### src/rtl/core/prq_pkg.sv
// shared types, codes and defaults of the priority run queue
`default_nettype none
package prq_pkg;

    localparam int TASK_ID_W = 6;
    localparam int SLICE_W   = 16;
    localparam int PRIO_IN_W = 8;
    localparam int COUNT_W   = 7;
    localparam int STATUS_W  = 2;

    localparam int MAX_TASKS_DEF     = 64;
    localparam int PRIORITY_BITS_DEF = 8;
    localparam int STAMP_BITS_DEF    = 32;

    localparam logic [SLICE_W-1:0] MAX_SLICE_RST = 16'd5;

    localparam logic [1:0] ACT_ENQ  = 2'd0;
    localparam logic [1:0] ACT_DEQ  = 2'd1;
    localparam logic [1:0] ACT_PICK = 2'd2;
    localparam logic [1:0] ACT_TICK = 2'd3;

    localparam logic [STATUS_W-1:0] ST_OK   = 2'd0;
    localparam logic [STATUS_W-1:0] ST_DUP  = 2'd1;
    localparam logic [STATUS_W-1:0] ST_NOTQ = 2'd2;

    typedef struct packed {
        logic                 enq;
        logic                 deq;
        logic                 tick;
        logic [TASK_ID_W-1:0] task_id;
        logic [SLICE_W-1:0]   slice;
    } cmd_t;

endpackage
`default_nettype wire

### src/rtl/core/prq_cell.sv
// one task slot of the run queue and its stage of the pick scan
`default_nettype none
module prq_cell #(
    parameter int IDX           = 0,
    parameter int ID_BITS       = 6,
    parameter int PRIORITY_BITS = prq_pkg::PRIORITY_BITS_DEF,
    parameter int STAMP_BITS    = prq_pkg::STAMP_BITS_DEF
) (
    input  wire                     clk,
    input  wire                     rst_n,
    input  prq_pkg::cmd_t           cmd,
    input  wire [PRIORITY_BITS-1:0] prio_new,
    input  wire [STAMP_BITS-1:0]    stamp_new,
    input  wire                     tok_in_valid,
    input  wire                     tok_in_found,
    input  wire [PRIORITY_BITS-1:0] tok_in_prio,
    input  wire [STAMP_BITS-1:0]    tok_in_stamp,
    input  wire [ID_BITS-1:0]       tok_in_id,
    output logic                    tok_out_valid,
    output logic                    tok_out_found,
    output logic [PRIORITY_BITS-1:0] tok_out_prio,
    output logic [STAMP_BITS-1:0]   tok_out_stamp,
    output logic [ID_BITS-1:0]      tok_out_id,
    output logic                    hit_queued,
    output logic                    tick_zero
);

    logic                          queued_reg;
    logic [prq_pkg::SLICE_W-1:0]   slice_reg;
    logic [prq_pkg::SLICE_W-1:0]   slice_dec;
    logic [PRIORITY_BITS-1:0]      prio_reg;
    logic [STAMP_BITS-1:0]         stamp_reg;
    logic                          hit;
    logic                          take;
    logic                          tok_valid_reg;
    logic                          tok_found_reg;
    logic [PRIORITY_BITS-1:0]      tok_prio_reg;
    logic [STAMP_BITS-1:0]         tok_stamp_reg;
    logic [ID_BITS-1:0]            tok_id_reg;

    assign hit       = (int'(cmd.task_id) == IDX);
    assign slice_dec = slice_reg - ((slice_reg != '0) ? 16'd1 : 16'd0);
    assign hit_queued = hit && queued_reg;
    assign tick_zero  = hit && (slice_dec == '0);

    always_ff @(posedge clk or negedge rst_n)
    begin
        if (!rst_n)
        begin
            queued_reg <= 1'b0;
            slice_reg  <= '0;
        end
        else if (hit)
        begin
            if (cmd.enq && !queued_reg)
            begin
                queued_reg <= 1'b1;
                slice_reg  <= cmd.slice;
            end
            else if (cmd.deq && queued_reg)
            begin
                queued_reg <= 1'b0;
            end
            else if (cmd.tick)
            begin
                slice_reg <= slice_dec;
            end
        end
    end

    always_ff @(posedge clk)
    begin
        if (hit && cmd.enq && !queued_reg)
        begin
            prio_reg  <= prio_new;
            stamp_reg <= stamp_new;
        end
    end

    // better priority, or same priority and older stamp
    assign take = queued_reg && (!tok_in_found || (prio_reg > tok_in_prio) ||
                  ((prio_reg == tok_in_prio) && (stamp_reg < tok_in_stamp)));

    always_ff @(posedge clk or negedge rst_n)
    begin
        if (!rst_n)
        begin
            tok_valid_reg <= 1'b0;
        end
        else
        begin
            tok_valid_reg <= tok_in_valid;
        end
    end

    always_ff @(posedge clk)
    begin
        if (take)
        begin
            tok_found_reg <= 1'b1;
            tok_prio_reg  <= prio_reg;
            tok_stamp_reg <= stamp_reg;
            tok_id_reg    <= ID_BITS'(IDX);
        end
        else
        begin
            tok_found_reg <= tok_in_found;
            tok_prio_reg  <= tok_in_prio;
            tok_stamp_reg <= tok_in_stamp;
            tok_id_reg    <= tok_in_id;
        end
    end

    assign tok_out_valid = tok_valid_reg;
    assign tok_out_found = tok_found_reg;
    assign tok_out_prio  = tok_prio_reg;
    assign tok_out_stamp = tok_stamp_reg;
    assign tok_out_id    = tok_id_reg;

endmodule
`default_nettype wire

### config.mk
export PLATFORM = sky130hd
export DESIGN_NAME = prq_cell
export DESIGN_NICKNAME = d
export VERILOG_FILES = /design/src/rtl/core/prq_pkg.sv /design/src/rtl/core/prq_cell.sv
export SDC_FILE = /design/constraint.sdc
export NUM_CORES = 1
export LEC_CHECK = 0
export BUFFER_PORTS_ARGS = -buffer_cell sky130_fd_sc_hd__buf_2
export CORE_UTILIZATION = 46
export CTS_CLUSTER_DIAMETER = 50
export CTS_CLUSTER_SIZE = 8
export DETAILED_ROUTE_END_ITERATION = 16
export GPL_TIMING_DRIVEN = 0
export PLACE_DENSITY = 0.77
export SLEW_MARGIN = 10
export SYNTH_ARGS = -nofsm -noshare
export SYNTH_HDL_FRONTEND = slang
export SYNTH_SLANG_ARGS = --single-unit
### constraint.sdc
create_clock -name clk -period 3 [get_ports clk]
set_input_delay 0.3 -clock clk [delete_from_list [all_inputs] [get_ports clk]]
set_output_delay 0.3 -clock clk [all_outputs]
set_load 0.03 [all_outputs]
Yosys cells after proc, flatten, opt, wreduce, memory -nomap -nowiden
Cells that the tools add are included.
- bits in registers: 105
- input bits: 115
- output and inout bits: 50
- $add $sub $neg: 1
- $lt $le $gt $ge: 2
- equal/unequal tests: 2
- mux-type cells: 8
- reductions and logical operators: 19
- operators by type and width (operator ; number):
    $mux 16 ; 3
    $lt 32x32->1 ; 1
    $mux 32 ; 1
    $logic_not 16->1 ; 1
    $reduce_bool 16->1 ; 1
    $sub 16x1->16 ; 1
    $eq 8x8->1 ; 1
    $gt 8x8->1 ; 1
    $logic_and 1x1->1 ; 8
    $mux 8 ; 1
    $logic_not 6->1 ; 1
    $reduce_bool 2->1 ; 2
    $mux 1 ; 3
    $reduce_and 3->1 ; 1
    $logic_not 1->1 ; 2
    $logic_or 1x1->1 ; 2
    $ne 2x2->1 const B ; 1
    $reduce_and 2->1 ; 1

Depth between registers and ports, before layout
- word-level depth: 6
- depth in mapped cells: 12
- depth with buffers taken out: 11

Worst setup path after synthesis
OpenSTA, ideal clock, no wires.
- path kind: reg-to-output
- start: register slice_reg[6] (netlist bit)
- end: output port tick_zero
- arrival: 3.104 ns
- setup slack: -0.404 ns
- cell stages (with the launch flop): 13
- path through: dfrtp_1 > clkbuf_1 > nor4_1 > nand2_1 > or4_1 > ha_1 > ha_1 > nand2_1 > nor4_1 > nand4_1 > nor3b_1 > nand4b_1 > nor2_1
- longest elaborated chain between the ends: 5
- RTL lines (item ; line ; source):
    start, declared ; prq_cell.sv:29 ; logic [prq_pkg::SLICE_W-1:0] slice_reg;
    start signal, assigned ; prq_cell.sv:58 ; slice_reg <= cmd.slice;
    start signal, assigned ; prq_cell.sv:66 ; slice_reg <= slice_dec;
    $reduce_bool 16->1 ; prq_cell.sv:42 ; assign slice_dec = slice_reg - ((slice_reg != '0) ? 16'd1 : 16'd0);
    $mux 1 ; prq_cell.sv:42 ;
    $sub 16x1->16 (*) ; prq_cell.sv:42 ;
    $logic_not 16->1 (*) ; prq_cell.sv:44 ; assign tick_zero = hit && (slice_dec == '0);
    $logic_and 1x1->1 (*) ; prq_cell.sv:44 ;
    end, declared ; prq_cell.sv:25 ; output logic tick_zero
Mark *: on every way between the ends. The rest lies on a longest branch, timed or not.

Worst setup path after layout
- start: register slice_reg[9] (netlist bit)
- end: output port tick_zero
The elaborated chain is that of the path after synthesis.

==> results_dict.tcl <==
set metrics [dict create \
    maxSlewHeadroom_pct 57.6 \
    clock.fmax_mhz 294 \
    route.detailed.drc 0 \
    ys_warn_count 0 \
    top_layer "met4" \
    synth_top_area_share_pct 24.3 \
    rsz0062_at_grt "yes" \
    setup_viol 1 \
    crit_type "flip-flop to output pin" \
    maxCapViolCount 0 \
    wirelength_um 12200 \
    grt_pass1_vias 4106 \
    seqPwrFrac_pct 48.0 \
    vias 4047 \
    clock_skew_ns 0.0105 \
    fin_crit_ns 3.40 \
    grt_max_degree 24 \
    worst_slew_pin_slew_ns 0.634 \
    peakVddDrop_mv 0.379 \
    critical_path.cell_chain "nor4_4 -> nand2_2 -> or4_4 -> ha_4 -> ha_4 -> nand2_4 -> nor4_4 -> nand4_1 -> nor3b_2 -> nand4b_1 -> nor2_4 -> buf_6" \
    synth_ff_type "dfxtp_1" \
    dp_hpwl_um 9180 \
    worstPathRequired_ns 2.70 \
    cellLeakagePower_nw 2.92 \
    wl_per_cell_um 15.7 \
    async_reset_ff_share_pct 17.1 \
    core_mm2 0.0104 \
    overflow 0 \
    crit_family "simple AND/OR/NAND/NOR gates" \
    m1WireLength_um 4900 \
    cts_buffers 9 \
    numClockSinks 105 \
    drive_gt1_share_pct 40.6 \
    wl_met2_um 6210 \
    synth.most_common_cell "dfxtp_1" \
    start_util_pct 47.6 \
    power_density_mw_per_mm2 546 \
    fin_crit_sh_pct 113 \
    yosysTopAreaCell "edfxtp_1" \
    crit_arrival_ns 3.10 \
    path_clk_slew_ns 0.10 \
    dieArea_mm2 0.0111 \
    firstDrtPassIters 4 \
    slowest_stage "dfrtp_2" \
    avgSynthCellArea_um2 11.1 \
    finalPower_mw 3.49 \
    worst_setup_path_end_kind "output pin" \
    hp-class "input port to flip-flop" \
    cts-root-buf "clkbuf_8" \
    io_pins 165 \
    fp.dieW_um 106 \
    cts_tree "yes" \
    combPwrFrac_pct 25.1 \
    met3WireLength_um 932 \
    yosys-top-cells-count "dfxtp_1 (47), inv_1 (46), ha_1 (41)" \
    status "finished, violations left" \
    antenna_cells 0 \
    slowest_delay_ns 0.45 \
    synth_edf_count 40 \
    grt_usage_pct 22.3 \
    antenna_found_initial 1 \
    std_cell_rows 37 \
    p_switching_mw 1.04 \
    cp-start-kind "flip-flop" \
    clkPwrFrac_pct 26.9 \
    die_h_um 106 \
    grt_pass1_wl_um 19200 \
    drv_slew 0 \
    syn_to_final_growth_pct 29.6 \
    p_int_mw 2.45 \
    fillers 849 \
    antenna_left 0 \
    path_max_fanout 4 \
    drtIter0Drc 175 \
    ys_ff_latch 105 \
    clk_latency_ns 0.38 \
    final_hold_viol_count 0 \
    via_per_inst 5.23 \
    synthTopCellsByArea "edfxtp_1 (24%), dfxtp_1 (19%), ha_1 (10%)" \
    timing.setup.tns_ns -0.400 \
    mappedNetlistArea_mm2 0.00493 \
    layout.nets 789 \
    io_buffers 164 \
    fin_ws_ns -0.400 \
    critPathBufInv 1 \
    h-tree-depth 3 \
    synth_cell_types 49 \
    p_sw_share_pct 29.7 \
    ys_seq_area_share_pct 52.5 \
    syn_inst 446 \
    violations "setup timing" \
    gp_congestion 0.864 \
    cts_buffer_depth 2 \
    synthesis.nets 602 \
]
## metal layers
layer | up-vias | GRT usage [%]
li1 | 1976 | -
met1 | 1902 | 26.0
met2 | 158 | 39.9
met3 | 11 | 6.00
met4 | 0 | 6.94
met5 | - | 0
## worst paths after layout
path,slack (ns),startpoint,cells past startpoint,to
worst min register to register,0.50,stamp_reg[0],1,tok_out_stamp[0]
worst max-delay path,-0.40,slice_reg[9],12,tick_zero
max in group asynchronous,2.27,rst_n,2,slice_reg[9]
min in group asynchronous,0.39,rst_n,2,slice_reg[0]
worst max register to register,0.28,stamp_reg[23],9,tok_out_stamp[9]
worst min-delay path,0.09,stamp_new[20],1,stamp_reg[20]
## cells by family after synthesis
logic type,after synthesis,share of synthesized area [%]
compound gates,91,11.5
xor+xnor,2,0.355
fa+ha+maj,41,10.4
buf+inv,62,5.32
flops,105,52.5
mux,40,9.13
simple gates,105,10.8
## cell usage in the layout (no fill, tap or decap), types with 19 or more instances in the layout
cell type and count:
buf_2 163, edfxtp_1 40, inv_1 46, mux2_2 39, dfxtp_1 47, nand2_1 26
a21oi_1 35, o21ai_0 23, nor2_1 19, ha_1 39
## power by group through the flow
stage	clock network (mW)	registers, mW	logic [mW]
final	0.939	1.68	0.876
after global routing	1.02	1.69	0.948
after CTS	0.968	1.67	0.845
after global placement	0	1.68	0.756
after detailed placement	0	1.68	0.778
after floorplan	0	1.81	0.395
## metrics by stage
step	cells	hold slack, ns	utilization (%)	instance area [µm²]	worst slack [ns]
4_1_cts	772	0.0637	61.4	6360	-0.422
6_report	774	0.0882	61.7	6390	-0.400
3_3_place_gp	746	0.270	57.5	5960	-1.28
5_1_grt	774	0.0598	61.7	6390	-0.630
2_1_floorplan	446	0.00441	-	4970	0.0114
3_5_place_dp	747	0.272	57.7	5990	-0.385
## area by class of cell
| class | count | area (µm²) | share of cell area [%] |
|---|---|---|---|
| plain buffers | 12 | 75.1 | 1.17 |
| repair buffers | 180 | 965 | 15.1 |
| well taps | 136 | 170 | 2.66 |
| inverters | 46 | 173 | 2.70 |
| multi-input cells | 279 | 2200 | 34.4 |
| flip-flops and latches | 105 | 2600 | 40.6 |
| clock buffers | 10 | 128 | 2.00 |
| clock inverters | 6 | 83.8 | 1.31 |
## timing repair
| item | CTS | global route |
|---|---|---|
| resized for setup | 17 | 5 |
| pin swaps | 8 | 5 |
| setup endpoints to repair | 4 | 33 |
| hold endpoints to repair | 19 | 0 |
| setup buffers | 11 | 2 |
| hold buffers | 2 | 0 |
Power figures use the tool's default switching activity.
